[src/rtl/mas_pkg.sv]
// Shared types, constants and helpers of the media activity sleep controller.
package mas_pkg;

  localparam int ID_W       = 32;
  localparam int CMD_W      = 3;
  localparam int DELAY_W    = 24;
  localparam int CFG_IDX_W  = 1;
  localparam int CFG_DATA_W = 24;

  // Command codes carried in the command field of a request.
  localparam logic [CMD_W-1:0] CMD_META       = 3'd0;
  localparam logic [CMD_W-1:0] CMD_PLAY       = 3'd1;
  localparam logic [CMD_W-1:0] CMD_STOP       = 3'd2;
  localparam logic [CMD_W-1:0] CMD_CALL       = 3'd3;
  localparam logic [CMD_W-1:0] CMD_BACKGROUND = 3'd4;
  localparam logic [CMD_W-1:0] CMD_TICK       = 3'd5;

  // Configuration register indexes and their reset values.
  localparam logic [CFG_IDX_W-1:0] REG_SETTLE = 1'd0;
  localparam logic [CFG_IDX_W-1:0] REG_GRACE  = 1'd1;
  localparam logic [DELAY_W-1:0]   SETTLE_RESET = 24'd5000;
  localparam logic [DELAY_W-1:0]   GRACE_RESET  = 24'd2000;

  // One source table entry.
  typedef struct packed {
    logic [ID_W-1:0] key;
    logic            used;
    logic            known;
    logic            sound;
    logic            playing;
  } mas_entry_t;

  // Per-entry verdict of the match unit.
  typedef struct packed {
    logic hit;
    logic free;
    logic drop;
  } mas_match_t;

  // An entry keeps the page audible when it plays and has sound or unknown metadata.
  function automatic logic entry_loud(mas_entry_t e);
    entry_loud = e.used & e.playing & (~e.known | e.sound);
  endfunction

endpackage

[src/rtl/mas_match.sv]
// Match unit: compares one table entry against the requested id during a table walk.
module mas_match (
  input  mas_pkg::mas_entry_t              entry,
  input  logic [mas_pkg::ID_W-1:0]         id,
  input  logic                             drop_mode,
  output mas_pkg::mas_match_t              verdict
);

  logic droppable;

  // While forgetting, known entries that do not play are released on the fly.
  assign droppable    = drop_mode & entry.used & entry.known & ~entry.playing;
  assign verdict.drop = droppable;
  assign verdict.hit  = entry.used & (entry.key == id) & ~droppable;
  assign verdict.free = ~entry.used | droppable;

endmodule

[config.mk]
export PLATFORM = sky130hd
export DESIGN_NAME = mas_match
export DESIGN_NICKNAME = d
export VERILOG_FILES = /design/src/rtl/mas_pkg.sv /design/src/rtl/mas_match.sv
export SDC_FILE = /design/constraint.sdc
export NUM_CORES = 1
export LEC_CHECK = 0
export ABC_AREA = 1
export BUFFER_PORTS_ARGS = -buffer_cell sky130_fd_sc_hd__buf_2
export CORE_AREA = 2 2 43 45
export DETAILED_ROUTE_END_ITERATION = 6
export DIE_AREA = 0 0 45 47
export PLACE_DENSITY = 0.89
export SETUP_SLACK_MARGIN = 0.05
export SYNTH_ARGS = -nofsm -noshare
export SYNTH_HDL_FRONTEND = slang
export SYNTH_SLANG_ARGS = --single-unit
[constraint.sdc]
create_clock -name vclk -period 1.2
set_clock_uncertainty 0.1 [all_clocks]
set_input_delay 0.06 -clock vclk [all_inputs]
set_output_delay 0.06 -clock vclk [all_outputs]
set_load 0.005 [all_outputs]
==> results_dict.tcl <==
set metrics [dict create \
    switching_share_pct 43.26 \
    via_count 920 \
    hpwl_mm 1.429 \
    overflow 0 \
    pwr-share-seq_pct 0 \
    drt_iter0_drc 1 \
    antenna_found_initial 0 \
    switchingPower_uw 122.4 \
    yosysWarnings 0 \
    grt_pass1_wl_mm 2.415 \
    post-route-period-util_pct 85.41 \
    total_power_uw 282.9 \
    totalWireLength_mm 1.527 \
    gp_congestion 0.7002 \
    slew_violations 0 \
    fin_setup_tns_ps 0 \
    slew-limit-headroom_pct 89.71 \
    antenna_left 0 \
    hold_violations 0 \
    n_fill_cell 179 \
    crit_path_end_kind "output pin" \
    track_usage_pct 14.29 \
    die_h_microns 47 \
    avgSynthCellArea_sq_um 4.317 \
    fmax_ghz 0.9757 \
    critPathLaunchType "input pin" \
    crit_type "in -> out" \
    critPathSlowestCell "or2_0" \
    min_path_cells 3 \
    seq_area_sq_um 0 \
    p_per_area_nw_per_um2 282.6 \
    setup_ws_ps 175.1 \
    postCtsSetupBuffers 0 \
    pwr-share-clk_pct 0 \
    die_w_microns 45 \
    clock_buffers 0 \
    outcome "finished, final reports clean" \
    synth-seq-area-share_pct 0 \
    required_ps 1040 \
    dieArea_sq_um 2115 \
    cp_max_fo 2 \
    min_from "entry[0]" \
    dpl_worst_slack_ps 162.3 \
    synth.net_count 209 \
    finalNetCount 281 \
    drv_cap 0 \
    nFlopsAndLatches 0 \
    n_antenna_cell 0 \
    min_period_ps 1025 \
    first_global_vias 725 \
    p_leak_nw 0.7082 \
    path_cells "buf_2 > inv_2 > o21ai_1 > or2_0 > nor2_1 > nand3_1 > nor2_1 > buf_2" \
    cts_resized 0 \
    setup_violations 0 \
    synth.distinct_cells 13 \
    tightest_slew_ps 153.3 \
    cts_hold_buf 0 \
    port_buffers 71 \
    synthToLayoutAreaGrowth_pct 65.63 \
    whs_endpoint "verdict[0]" \
    cp.arrival_ps 860 \
    p_int_uw 160.5 \
    fp.coreArea_sq_um 1652 \
    drc 0 \
    rsz0062_at_grt "yes" \
    worstHoldPathType "in -> out" \
    yosysMostFrequentCell "nand2_1" \
    synthTopCellsByArea "nand2_1 (37%), inv_1 (22%), xnor2_1 (13%)" \
    first_pass_iters 3 \
    crit_family "simple AND/OR/NAND/NOR gates" \
    io_pins 72 \
    combPwrFrac_pct 100.0 \
    grt_max_degree 3 \
    start_util_pct 36.59 \
    slowest_delay_ps 210 \
    synth_top_area_share_pct 37.27 \
    synth_cells 140 \
    viasPerCell 4.053 \
    fp-row-count 15 \
    wire_per_inst_microns 6.727 \
    yosysTopAreaCell "nand2_1" \
    syn_area_sq_um 604.3 \
    drive_above_1_share_pct 38.10 \
    path_buf_inv 3 \
    synthTopCellsByCount "nand2_1 (60), inv_1 (35), nor2_1 (19), xnor2_1 (9)" \
    irDropWorstVdd_mv 0.1322 \
]
## logic make-up (layout without fill, tap and decap cells)
logic type	count (synthesis)	in the layout	share of synthesized area, %
AO/OA/AOI/OAI	8	8	6.626
XOR/XNOR	9	9	13.04
buffers and inverters	37	107	23.60
AND/OR/NAND/NOR	86	86	56.73
## metrics by stage
stage | hold WS [ps] | instance area [sq um] | std cells | utilization, %
floorplan | 86.26 | 604.3 | 140 | -
global placement | 265.1 | 973.4 | 227 | 58.94
detailed placement | 263.4 | 973.4 | 227 | 58.94
CTS | 265.3 | 973.4 | 227 | 58.94
global route | 274.0 | 1001 | 227 | 60.61
finish | 264.2 | 1001 | 227 | 60.61
## cell usage in the layout, fill, tap and decap left out
cell type  Yosys  final
buf_2          0     67
nand2_1       60     60
inv_1         35     31
nor2_1        19     18
xnor2_1        9      9
inv_2          1      5
o21ai_1        4      5
buf_6          0      4
o21ai_0        4      3
or2_2          2      2
nand3_1        2      2
nor3b_1        1      1
nand3_2        1      1
or2_0          1      1
nor2_2         0      1
## worst max path at each step
stage | start | cells after the start | slack, ps | to
final | id[8] | 8 | 180 | verdict[2]
after CTS | id[3] | 9 | 160 | verdict[2]
after global placement | entry[7] | 8 | 190 | verdict[2]
after global routing | id[13] | 9 | 40 | verdict[2]
after floorplan | id[3] | 7 | 410 | verdict[2]
after detailed placement | id[3] | 9 | 160 | verdict[2]
## power by group through the flow
stage	sequential, mW	combinational, mW	clock, mW
5_1_grt	0	0.330	0
6_report	0	0.283	0
3_3_place_gp	0	0.269	0
2_1_floorplan	0	0.135	0
3_5_place_dp	0	0.274	0
4_1_cts	0	0.275	0
## layout make-up
cell class | count | area, sq um | share of cell area, %
multi-input combinational | 103 | 464.2 | 46.37
timing repair buffer | 71 | 380.4 | 38.00
inverter | 36 | 135.1 | 13.50
tap | 17 | 21.27 | 2.125
## routing by layer
layer,routed length (microns),GRT usage (%),up-vias
met5,0,0,-
met4,0,0,0
met3,108,0.3846,0
met2,821,30.29,29
met1,597,16.59,356
li1,-,-,535
Power figures use the tool's default switching activity.
